File: config.mk
export PLATFORM = sky130hd
export DESIGN_NAME = eth_vlan_ipv4_tcp_header_parser
export DESIGN_NICKNAME = d
export VERILOG_FILES = /design/src/sv/evith_pkg.sv /design/src/sv/eth_vlan_ipv4_tcp_header_parser.sv
export SDC_FILE = /design/constraint.sdc
export NUM_CORES = 1
export LEC_CHECK = 0
export BUFFER_PORTS_ARGS = -buffer_cell sky130_fd_sc_hd__buf_4
export CORE_ASPECT_RATIO = 1.75
export CORE_MARGIN = 2
export CORE_UTILIZATION = 30
export DETAILED_ROUTE_END_ITERATION = 10
export PLACE_DENSITY = 0.58
export SETUP_SLACK_MARGIN = 0.4
export SYNTH_ARGS = -nofsm -noshare
export SYNTH_HDL_FRONTEND = slang
export SYNTH_SLANG_ARGS = --single-unit
File: constraint.sdc
create_clock -name clk -period 14.3 [get_ports clk]
set_input_delay 2.86 -clock clk [delete_from_list [all_inputs] [get_ports clk]]
set_output_delay 2.86 -clock clk [all_outputs]
set_load 0.005 [all_outputs]
File: src/sv/evith_pkg.sv
// Shared types and constants of the Ethernet/VLAN/IPv4/TCP header parser.
package evith_pkg;

	localparam int MAX_FRAME = 2048;
	localparam int MIN_FRAME = 42;
	// Holds the byte count up to MAX_FRAME + 2 (saturated position plus one).
	localparam int POS_W     = $clog2(MAX_FRAME + 3);

	localparam logic [15:0] TPID_VLAN  = 16'h8100;
	localparam logic [15:0] ETYPE_IPV4 = 16'h0800;
	localparam logic [7:0]  PROTO_TCP  = 8'd6;
	localparam logic [7:0]  PROTO_UDP  = 8'd17;
	localparam logic [5:0]  HDR_MIN    = 6'd20;

	localparam logic [POS_W-1:0] L3_UNTAGGED = POS_W'(14);
	localparam logic [POS_W-1:0] L3_TAGGED   = POS_W'(18);

	localparam logic [2:0] KIND_DROP         = 3'd0;
	localparam logic [2:0] KIND_UDP_UNTAGGED = 3'd1;
	localparam logic [2:0] KIND_UDP_TAGGED   = 3'd2;
	localparam logic [2:0] KIND_TCP_UNTAGGED = 3'd3;
	localparam logic [2:0] KIND_TCP_TAGGED   = 3'd4;

	typedef struct packed {
		logic [7:0] frame_byte;
		logic       last_byte;
	} in_item_t;

	typedef struct packed {
		logic [2:0]  frame_kind;
		logic [11:0] vlan_id;
		logic [2:0]  vlan_prio;
		logic [31:0] src_ip;
		logic [31:0] dst_ip;
		logic [31:0] port_pair;
		logic [31:0] seq_number;
		logic [31:0] ack_number;
		logic [7:0]  tcp_flags;
		logic [15:0] window_size;
		logic [10:0] payload_offset;
		logic [10:0] payload_size;
	} out_item_t;

	// Header fields gathered over one frame.
	typedef struct packed {
		logic [15:0] outer_type;
		logic [15:0] tag_control;
		logic        has_tag;
		logic [15:0] inner_type;
		logic [5:0]  ip_hdr_bytes;
		logic [15:0] ip_length;
		logic [7:0]  protocol;
		logic [31:0] src_ip;
		logic [31:0] dst_ip;
		logic [31:0] port_pair;
		logic [31:0] seq_number;
		logic [31:0] ack_number;
		logic [3:0]  data_offset;
		logic [7:0]  tcp_flags;
		logic [15:0] window_size;
	} frame_state_t;

endpackage

File: src/sv/eth_vlan_ipv4_tcp_header_parser.sv
// Top level: byte-wide Ethernet/802.1Q/IPv4/TCP receive header parser.
// Throughput: one frame byte per cycle while byte_ready is high; it is low while
// a last byte waits in the snapshot slot for a held result register. Field
// capture feeds a frame snapshot register; verdict logic feeds the result register.
// Reset (arst_n low, asynchronous) clears the running frame state, udp_mode
// and both valid flags; snapshot and result payloads are not reset.
module eth_vlan_ipv4_tcp_header_parser (
	input  logic                 clk,
	input  logic                 arst_n,
	input  logic                 byte_valid,
	output logic                 byte_ready,
	input  evith_pkg::in_item_t  byte_item,
	output logic                 result_valid,
	input  logic                 result_ready,
	output evith_pkg::out_item_t result_item,
	input  logic                 cfg_we,
	input  logic                 cfg_wdata
);

	localparam logic [evith_pkg::POS_W-1:0] POS_MAX = evith_pkg::POS_W'(evith_pkg::MAX_FRAME);
	localparam logic [evith_pkg::POS_W-1:0] LEN_MIN = evith_pkg::POS_W'(evith_pkg::MIN_FRAME);

	// Configuration
	logic udp_mode_q;

	always_ff @(posedge clk or negedge arst_n) begin
		if (!arst_n) begin
			udp_mode_q <= 1'b0;
		end else if (cfg_we) begin
			udp_mode_q <= cfg_wdata;
		end
	end

	// Handshake bookkeeping. Only a frame's last byte needs the snapshot
	// slot, which drains whenever the result register is free.
	logic snap_valid_s1;
	logic out_load;
	logic byte_take;

	assign out_load   = snap_valid_s1 && (!result_valid || result_ready);
	assign byte_ready = !snap_valid_s1 || out_load;
	assign byte_take  = byte_valid && byte_ready;

	// Running frame state and byte position
	evith_pkg::frame_state_t          st_q, st_nxt;
	logic [evith_pkg::POS_W-1:0]      pos_q;
	logic [evith_pkg::POS_W-1:0]      l3_cur;
	logic [evith_pkg::POS_W-1:0]      r_off;
	logic [evith_pkg::POS_W-1:0]      t_off;
	logic [7:0]                       b;

	assign b      = byte_item.frame_byte;
	assign l3_cur = st_q.has_tag ? evith_pkg::L3_TAGGED : evith_pkg::L3_UNTAGGED;
	assign r_off  = pos_q - l3_cur;

	// Field capture for the byte at pos_q. The IP header length written at
	// the first L3 byte already steers where that same byte lands.
	always_comb begin
		st_nxt = st_q;
		t_off  = r_off - evith_pkg::POS_W'(st_q.ip_hdr_bytes);
		if (pos_q == evith_pkg::POS_W'(12) || pos_q == evith_pkg::POS_W'(13)) begin
			st_nxt.outer_type = {st_q.outer_type[7:0], b};
		end
		if (pos_q == evith_pkg::POS_W'(13)) begin
			st_nxt.has_tag = ({st_q.outer_type[7:0], b} == evith_pkg::TPID_VLAN);
		end
		if (pos_q >= evith_pkg::L3_UNTAGGED) begin
			if (st_q.has_tag) begin
				if (pos_q inside {[14:15]}) begin
					st_nxt.tag_control = {st_q.tag_control[7:0], b};
				end
				if (pos_q inside {[16:17]}) begin
					st_nxt.inner_type = {st_q.inner_type[7:0], b};
				end
			end
			if (pos_q >= l3_cur) begin
				// IPv4 header
				if (r_off == '0) begin
					st_nxt.ip_hdr_bytes = {b[3:0], 2'b00};
				end else if (r_off inside {[2:3]}) begin
					st_nxt.ip_length = {st_q.ip_length[7:0], b};
				end else if (r_off == evith_pkg::POS_W'(9)) begin
					st_nxt.protocol = b;
				end else if (r_off inside {[12:15]}) begin
					st_nxt.src_ip = {st_q.src_ip[23:0], b};
				end else if (r_off inside {[16:19]}) begin
					st_nxt.dst_ip = {st_q.dst_ip[23:0], b};
				end
				t_off = r_off - evith_pkg::POS_W'(st_nxt.ip_hdr_bytes);
				// TCP header
				if (r_off >= evith_pkg::POS_W'(st_nxt.ip_hdr_bytes)) begin
					if (t_off inside {[0:3]}) begin
						st_nxt.port_pair = {st_q.port_pair[23:0], b};
					end else if (t_off inside {[4:7]}) begin
						st_nxt.seq_number = {st_q.seq_number[23:0], b};
					end else if (t_off inside {[8:11]}) begin
						st_nxt.ack_number = {st_q.ack_number[23:0], b};
					end else if (t_off == evith_pkg::POS_W'(12)) begin
						st_nxt.data_offset = b[7:4];
					end else if (t_off == evith_pkg::POS_W'(13)) begin
						st_nxt.tcp_flags = b;
					end else if (t_off inside {[14:15]}) begin
						st_nxt.window_size = {st_q.window_size[7:0], b};
					end
				end
			end
		end
	end

	// Frame snapshot: a last byte hands its finished fields over and the
	// running state starts clean for the next frame in the same cycle.
	evith_pkg::frame_state_t     snap_s1;
	logic [evith_pkg::POS_W-1:0] len_s1;

	always_ff @(posedge clk or negedge arst_n) begin
		if (!arst_n) begin
			st_q          <= '0;
			pos_q         <= '0;
			snap_valid_s1 <= 1'b0;
		end else begin
			// a new last byte refills the slot in the cycle it drains
			if (byte_take && byte_item.last_byte) begin
				snap_valid_s1 <= 1'b1;
			end else if (out_load) begin
				snap_valid_s1 <= 1'b0;
			end
			if (byte_take) begin
				if (byte_item.last_byte) begin
					st_q  <= '0;
					pos_q <= '0;
				end else begin
					st_q <= st_nxt;
					if (pos_q <= POS_MAX) begin
						pos_q <= pos_q + 1'b1;
					end
				end
			end
		end
	end

	always_ff @(posedge clk) begin
		if (byte_take && byte_item.last_byte) begin
			snap_s1 <= st_nxt;
			len_s1  <= pos_q + 1'b1;
		end
	end

	// Verdict on the snapshot
	logic [evith_pkg::POS_W-1:0] l3_v;
	logic [evith_pkg::POS_W-1:0] avail;
	logic [evith_pkg::POS_W-1:0] total;
	logic [evith_pkg::POS_W-1:0] tp_len;
	logic [evith_pkg::POS_W-1:0] ihb_v;
	logic [evith_pkg::POS_W-1:0] doff_v;
	logic [15:0]                 etype;
	logic                        base_ok;
	logic                        tcp_ok;
	evith_pkg::out_item_t        verdict;

	assign l3_v   = snap_s1.has_tag ? evith_pkg::L3_TAGGED : evith_pkg::L3_UNTAGGED;
	assign etype  = snap_s1.has_tag ? snap_s1.inner_type : snap_s1.outer_type;
	assign ihb_v  = evith_pkg::POS_W'(snap_s1.ip_hdr_bytes);
	assign doff_v = evith_pkg::POS_W'({snap_s1.data_offset, 2'b00});
	assign avail  = len_s1 - l3_v;
	// IP total length clamped to the bytes present after the L2 header
	assign total  = (snap_s1.ip_length < 16'(avail)) ?
		snap_s1.ip_length[evith_pkg::POS_W-1:0] : avail;
	assign tp_len = total - ihb_v;

	assign base_ok = (len_s1 >= LEN_MIN) && (len_s1 <= POS_MAX) &&
		(etype == evith_pkg::ETYPE_IPV4) && (snap_s1.ip_hdr_bytes >= evith_pkg::HDR_MIN);
	assign tcp_ok  = (snap_s1.protocol == evith_pkg::PROTO_TCP) && (total >= ihb_v) &&
		(tp_len >= evith_pkg::POS_W'(evith_pkg::HDR_MIN)) &&
		(doff_v >= evith_pkg::POS_W'(evith_pkg::HDR_MIN)) && (doff_v <= tp_len);

	always_comb begin
		verdict = '0;
		if (base_ok) begin
			if (snap_s1.protocol == evith_pkg::PROTO_UDP && udp_mode_q) begin
				verdict.frame_kind = snap_s1.has_tag ? evith_pkg::KIND_UDP_TAGGED :
					evith_pkg::KIND_UDP_UNTAGGED;
			end else if (tcp_ok) begin
				verdict.frame_kind     = snap_s1.has_tag ? evith_pkg::KIND_TCP_TAGGED :
					evith_pkg::KIND_TCP_UNTAGGED;
				verdict.port_pair      = snap_s1.port_pair;
				verdict.seq_number     = snap_s1.seq_number;
				verdict.ack_number     = snap_s1.ack_number;
				verdict.tcp_flags      = snap_s1.tcp_flags;
				verdict.window_size    = snap_s1.window_size;
				verdict.payload_offset = 11'(l3_v + ihb_v + doff_v);
				verdict.payload_size   = 11'(tp_len - doff_v);
			end
			if (verdict.frame_kind != evith_pkg::KIND_DROP) begin
				if (snap_s1.has_tag) begin
					verdict.vlan_id   = snap_s1.tag_control[11:0];
					verdict.vlan_prio = snap_s1.tag_control[15:13];
				end
				verdict.src_ip = snap_s1.src_ip;
				verdict.dst_ip = snap_s1.dst_ip;
			end
		end
	end

	// Result register
	always_ff @(posedge clk or negedge arst_n) begin
		if (!arst_n) begin
			result_valid <= 1'b0;
		end else if (out_load) begin
			result_valid <= 1'b1;
		end else if (result_ready) begin
			result_valid <= 1'b0;
		end
	end

	always_ff @(posedge clk) begin
		if (out_load) begin
			result_item <= verdict;
		end
	end

endmodule
==> metrics.yaml, run 1 <==
post_cts_hold_buffer_count: 0
worst_pin_slew_ps: 1080
finalMaxSlewViolations: 0
setup_viol: 0
drv_cap: 0
p_total_uw: 5140
crit_arrival_ps: 9190
drt-vias-per-instance: 4.95
r2r_slack_ps: 5640
period_minus_slack_ps: 8660
ys.flop_type: "edfxtp_1"
powerDensity_nw_per_um2: 123
place_hpwl_microns: 59400
fmax_ghz: 0.115
grt_remaining_overflow: 0
cts.sinks: 780
start_util_pct: 30.2
drt_iter0_markers: 1933
die_h_microns: 463
crit_type: "flop to flop"
hold_path_depth: 2
status: "completed"
netlist_instances: 2831
die_w_microns: 266
grt_pass1_vias: 22700
avgRoutedWirePerCell_microns: 21.0
min_from: "st_q[191]$_DFFE_PN0P_"
place.gp.congestion: 0.845
grtUsageTotal_pct: 15.4
asyncSetResetFlopFracSynth_pct: 36.0
r2r_end: "result_item[91]$_SDFFCE_PP0P_"
worstPathRequired_ps: 14830
num_rows: 168
r2r-start: "snap_s1[234]$_DFFE_PP_"
ant_nets: 0
synth_cell_type_count: 80
port_buffers: 237
min_period_over_period_pct: 60.6
wl_microns: 95900
timing.setup.tns_ps: 0
place_ws_ps: 5620
syn_avg_cell_area_sq_um: 12.7
drive_above_1_share_pct: 17.6
area_growth_pct: 15.7
post_cts_buffers: 0
finalClockSkew_ps: 40.2
grt_first_pass_wirelength_microns: 146000
slew-limit-headroom_pct: 27.8
grt_setup_unrepaired: "false"
yosys_warnings: 0
ys_seq_elements: 780
synth_area_sq_um: 36100
worstHoldEndpoint: "st_q[191]$_DFFE_PN0P_"
die_area_sq_um: 123000
synth_edf_count: 499
cts_max_level: 3
ios: 241
cts_buffers: 78
clock_latency_ps: 700
first_pass_iters: 5
r2r_cells: 26
crit_path_end_kind: "flop"
worstPathMaxFanout: 64
vias: 22600
core_sq_um: 120000
hold_viol: 0
cts_resized: 0
cts_root_buffer: "clkbuf_16"
grt_max_degree: 167
p_leak_uw: 0.0167
cp-start-kind: "flop"
clkTransAtPathRegs_ps: 60
hold_path.class: "flop to flop"
synth_seq_area_share_pct: 61.0
finalWorstSetupSlack_ps: 5640
cts_tree: "done"
drc: 0
nets: 3046
clock_path_buffers: 3
antenna_found_initial: 3
ir_drop_mv: 0.0716
## area by class of cell
| type | instances | area (sq um) |
|---|---|---|
| Clock inverter | 50 | 593 |
| Sequential cell | 780 | 22000 |
| Clock buffer | 96 | 2080 |
| Tap cell | 1530 | 1910 |
| Inverter | 33 | 124 |
| Timing Repair Buffer | 269 | 2040 |
| Fill cell | 11500 | 77800 |
| Antenna cell | 1 | 2.50 |
| Multi-Input combinational cell | 1811 | 13000 |
## cells by family after synthesis
kind of cell | share of synthesized area [%]
xor gates and xnor gates | 1.21
AOI/OAI and AO/OA | 9.05
muxes | 11.5
and+or+nand+nor | 11.8
other | 0.0104
buffers and inverters | 3.18
adders and majority gates | 2.20
DFF | 61.0
## where the power goes
part	internal, uW	switching, uW
Sequential	2500	58.6
Clock	1210	930
Combinational	156	279
Total	3870	1270
## layout by cell type, fill, tap and decap left out, types with 6 or more instances in the layout
cell	count
or3_1	8
dfrtp_1	281
nor3_1	18
clkbuf_1	12
o21a_1	14
clkbuf_16	78
xor2_1	21
nand3_1	31
o31ai_1	6
nand4_1	10
a32o_1	7
bufinv_16	9
mux2_1	132
nand2_1	295
and3_1	112
nor2_1	57
inv_1	33
mux2_2	117
clkbuf_8	6
clkinv_1	17
o21ai_1	126
xnor2_1	29
a22oi_1	82
fa_1	9
clkinv_2	8
nand2b_1	8
a21o_1	14
o21ai_0	118
nor2b_1	15
a22o_1	47
nor4_1	18
buf_4	266
mux2i_1	135
o31a_1	6
o211ai_1	18
and2_1	196
ha_1	49
edfxtp_1	499
a21oi_1	25
## flip-flops by register name, summed over array words and instances (netlist names)
register and cells:
len_s1 12, snap_s1 256, udp_mode_q 1, result_item 221
pos_q 12, result_valid 1, doff_v 4, st_q 266
snap_valid_s1 1, ihb_v 6
## layer usage
| layer | GRT usage, % | vias up | routed length (microns) |
|---|---|---|---|
| met5 | 0 | - | 0 |
| met4 | 5.16 | 0 | 2510 |
| met3 | 2.23 | 111 | 3840 |
| met2 | 26.7 | 533 | 48400 |
| met1 | 19.7 | 11400 | 41100 |
| li1 | - | 10600 | - |
## how the worst max path moves through the flow
stage                     slack (ps)                    from  cells past startpoint                             to
after detailed placement        5620  snap_s1[234]$_DFFE_PP_                     26  result_item[40]$_SDFFCE_PP0P_
after global placement          5740  snap_s1[234]$_DFFE_PP_                     26  result_item[42]$_SDFFCE_PP0P_
after floorplan                 2550            byte_item[0]                      8           pos_q[8]$_DFFE_PN0P_
after global routing            5070  snap_s1[234]$_DFFE_PP_                     27  result_item[77]$_SDFFCE_PP0P_
after CTS                       5540  snap_s1[234]$_DFFE_PP_                     26  result_item[91]$_SDFFCE_PP0P_
final                           5640  snap_s1[234]$_DFFE_PP_                     26  result_item[91]$_SDFFCE_PP0P_
## worst max-delay path, cell delays in order (launching register included)
cell and delay (ps):
edfxtp_1 780, buf_4 330, ha_1 270, a211oi_1 410
o21ai_0 240, xnor2_1 540, inv_1 130, ha_1 300
nand2_1 80, o21ai_0 80, a21oi_1 340, o21a_1 720
o21ai_0 190, ha_1 380, o21a_1 210, o31a_1 150
o21a_1 190, or3_1 320, and2_1 190, ha_1 360
and4_1 190, a31oi_1 100, o22ai_1 380, o41a_2 190
buf_4 410, buf_4 660, and2_1 230
## per-stage QoR
step                utilization, %  instances  cell area, sq um  hold slack, ps
floorplan                        -       2833             36100             449
global placement              32.7       4423             39100             476
detailed placement            32.7       4423             39100             480
CTS                           34.9       4569             41800             504
global route                  34.9       4570             41800             524
finish                        34.9       4570             41800             502
## synth_stat cells (all sizes together) (4+ instances only)
cell type	count	area, sq um
edfxtp	499	15000
nand2	297	1120
dfrtp	281	7030
mux2	249	2800
o21ai	245	1230
and2	197	1230
clkbuf	148	556
mux2i	135	1350
and3	114	713
a22oi	82	616
buf	61	468
nor2	60	225
ha	49	613
a22o	47	412
inv	33	124
nand3	31	155
xnor2	29	254
a21oi	25	125
xor2	21	184
nor4	19	125
nor3	18	90.1
o211ai	18	135
nor2b	15	93.8
a21o	14	105
o21a	14	105
nand4	12	87.6
fa	9	180
or3	9	61.3
nand2b	8	50.1
a32o	7	70.1
a211oi	6	50.1
and4	6	52.6
o31a	6	52.6
o31ai	6	45.0
or2	6	37.5
nor4b	5	43.8
a211o	4	35.0
nand3b	4	46.3
nor3b	4	35.0
o2111ai	4	35.0
or4	4	33.8
Note: power is estimated with default switching activity, not from simulation.
==> run 2: changes to the inputs <==
==> constraint.sdc (replaced) <==
create_clock -name clk -period 7.2 [get_ports clk]
set_input_delay 1.44 -clock clk [delete_from_list [all_inputs] [get_ports clk]]
set_output_delay 1.44 -clock clk [all_outputs]
set_load 0.005 [all_outputs]
==> run 2 against run 1 <==
  * Non-clock buffer count increased by 34
  * Largest power group unchanged
  * Via count increased by 0.76%
  * Clock-buffer cell count increased by 11
  * Critical path depth decreased by 2
  * Clock skew decreased by 16 ps
  * Maximum frequency increased by 32%
  * Total power increased by 99%
  * Critical endpoint is now result_item[86]$_SDFFCE_PP0P_
  * Sequential share of layout area decreased by 0.53 points
  * Final cell count increased by 0.63%
==> metrics.yaml, run 2 (same netlist as run 1, synthesis figures left out) <==
grt_setup_unrepaired: "false"  # unchanged
min_period_over_period_pct: 90.9  # was 60.6%
ant_nets: 0  # unchanged
slowest_delay_ps: 510  # was 780 ps
grtUsageMet1_pct: 19.5  # was 19.7%
worstPathMaxFanout: 43  # was 64
cts_max_level: 3  # unchanged
drt_iter0_markers: 1665  # was 1933
drc: 0  # unchanged
first_pass_iters: 7  # was 5
core_sq_um: 120000  # unchanged
crit_path_end_kind: "flop"  # unchanged
mostFrequentLayoutCells: "edfxtp_1 (499), nand2_1 (295), buf_4 (285)"  # was edfxtp_1 (499), nand2_1 (295), dfrtp_1 (281)
ir_drop_mv: 0.157  # was 0.0716 mV
port_buffers: 237  # unchanged
drv_cap: 0  # unchanged
powerDensity_nw_per_um2: 242  # was 123 nW/um^2
die_area_sq_um: 123000  # unchanged
status: "completed"  # unchanged
grt_pass1_vias: 22600  # was 22700
worst_pin_slew_ps: 1130  # was 1080 ps
p_leak_uw: 0.0170  # was 0.0167 uW
holdWs_ps: 503  # was 502 ps
grt_first_pass_wirelength_microns: 145000  # was 146000 microns
clock_path_buffers: 3  # unchanged
vias: 22800  # was 22600
globalRouteMet3Util_pct: 2.26  # was 2.23%
cts.sinks: 780  # unchanged
use_met2_pct: 26.8  # was 26.7%
hold_viol: 0  # unchanged
top_regs: "st_q: 266 flops, snap_s1: 256 flops, result_item: 221 flops"  # unchanged
ios: 241  # unchanged
crit_chain: "ha_1 -> a211oi_1 -> o21ai_0 -> xnor2_1 -> inv_1 -> ha_1 -> a21oi_1 -> o21ai_0 -> a21oi_1 -> o21ai_2 -> o21a_1 -> ha_1 -> nor2b_1 -> o31a_1 -> buf_4 -> o41a_1 -> or2_1 -> nor4_1 -> a211oi_1 -> buf_4 -> o41a_2 -> buf_12 -> buf_12 -> and2_1"
cts_tree: "done"  # unchanged
place.gp.congestion: 0.864  # was 0.845
start_util_pct: 30.2  # unchanged
die_h_microns: 463  # unchanged
num_rows: 168  # unchanged
grt_remaining_overflow: 0  # unchanged
antenna_found_initial: 3  # unchanged
grtUsageTotal_pct: 15.4  # about the same
wl_microns: 96000  # was 95900 microns
slew-limit-headroom_pct: 24.6  # was 27.8%
cp-start-kind: "flop"  # unchanged
die_w_microns: 266  # unchanged
clkTransAtPathRegs_ps: 60  # about the same
cts_buffers: 77  # was 78
slowest_stage: "o41a_2"  # was edfxtp_1
drive_above_1_share_pct: 18.8  # was 17.6%
finalMaxSlewViolations: 0  # unchanged
hold_path.class: "flop to flop"  # unchanged
avgRoutedWirePerCell_microns: 20.9  # was 21.0 microns
crit_type: "flop to flop"  # unchanged
place_hpwl_microns: 59900  # was 59400 microns
cpMostUsedCell: "ha_1"  # unchanged
timing.setup.tns_ps: 0  # unchanged
gr-max-usage-layer: "met2"  # unchanged
worstPathRequired_ps: 7620  # was 14830 ps
drt-vias-per-instance: 4.96  # was 4.95
regMostFlops: "st_q"  # unchanged
cts_root_buffer: "clkbuf_16"  # unchanged
nets: 3079  # was 3046
setup_viol: 0  # unchanged
fmax_ghz: 0.153  # was 0.115 GHz
largest_register_ff_count: 266  # unchanged
r2r_cells: 24  # was 26
period_minus_slack_ps: 6540  # was 8660 ps
layout_commonest_cell: "edfxtp_1"  # unchanged
crit_arrival_ps: 6960  # was 9190 ps
hold_path_depth: 1  # was 2
finalClockSkew_ps: 24.0  # was 40.2 ps
grt_max_degree: 158  # was 167
post_cts_hold_buffer_count: 0  # unchanged
area_growth_pct: 16.9  # was 15.7%
clock_latency_ps: 670  # was 700 ps
run 2: cell types whose count changed in the layout (fill, tap and decap cells not counted), moves of 3 or more:
cell | before | now
clkinv_1 | 17 | 3
clkbuf_1 | 12 | 21
buf_4 | 266 | 285
clkinv_16 | 3 | 0
buf_12 | 1 | 16
clkinv_4 | 5 | 1
clkinv_2 | 8 | 12
run 2: area by class of cell:
type | instances | area [sq um]
Sequential cell | 780 | 22000
Fill cell | 11600 | 77400
Tap cell | 1530 | 1910
Clock buffer | 107 | 2150
Multi-Input combinational cell | 1811 | 13000
Timing Repair Buffer | 303 | 2490
Clock inverter | 34 | 443
Inverter | 33 | 124
Antenna cell | 1 | 2.50
run 2: critical path: cells and delay by family (launching register included):
| kind | cells | cell delay [ps] |
|---|---|---|
| DFF | 1 | 490 |
| xor gates and xnor gates | 1 | 310 |
| buffers and inverters | 5 | 790 |
| and+or+nand+nor | 4 | 980 |
| AOI/OAI and AO/OA | 11 | 2840 |
| adders and majority gates | 3 | 810 |
run 2: report_power, final:
| part | total, uW | switching, uW | leakage, uW | internal (uW) |
|---|---|---|---|---|
| logic | 901 | 571 | 0.00695 | 330 |
| clock network | 4230 | 1800 | 0.00126 | 2430 |
| registers | 5080 | 113 | 0.00874 | 4960 |
| total | 10200 | 2480 | 0.0170 | 7720 |
run 2: worst paths after layout:
| check | from | end | slack (ps) |
|---|---|---|---|
| max | snap_s1[234]$_DFFE_PP_ | result_item[86]$_SDFFCE_PP0P_ | 660 |
| min | st_q[243]$_DFFE_PN0P_ | st_q[243]$_DFFE_PN0P_ | 500 |
| max reg2reg | snap_s1[234]$_DFFE_PP_ | result_item[86]$_SDFFCE_PP0P_ | 660 |
| min reg2reg | st_q[243]$_DFFE_PN0P_ | st_q[243]$_DFFE_PN0P_ | 500 |
| max in group asynchronous | arst_n | st_q[37]$_DFFE_PN0P_ | 4980 |
| min in group asynchronous | arst_n | st_q[186]$_DFFE_PN0P_ | 750 |
run 2: per-layer routing:
| layer | up-vias | share of wire, % |
|---|---|---|
| li1 | 10700 | - |
| met1 | 11500 | 43 |
| met2 | 488 | 51 |
| met3 | 128 | 3.8 |
| met4 | 0 | 2.8 |
| met5 | - | 0 |
run 2: metrics by stage:
step / util (%) / power, uW / instances / worst slack (ps) / cell area [sq um]
3_5_place_dp: 33.0 / 6080 / 4454 / 418 / 39500
3_3_place_gp: 33.0 / 6080 / 4454 / 407 / 39500
4_1_cts: 35.2 / 10400 / 4595 / 405 / 42100
6_report: 35.3 / 10200 / 4599 / 657 / 42200
5_1_grt: 35.3 / 10600 / 4599 / 373 / 42200
2_1_floorplan: - / 5650 / 2833 / 396 / 36100
run 2: what timing repair did:
item | 4_1_cts | 5_1_grt
endpoints found under the setup margin | 0 | 440
setup buffers | 0 | 3
resized for setup | 0 | 12
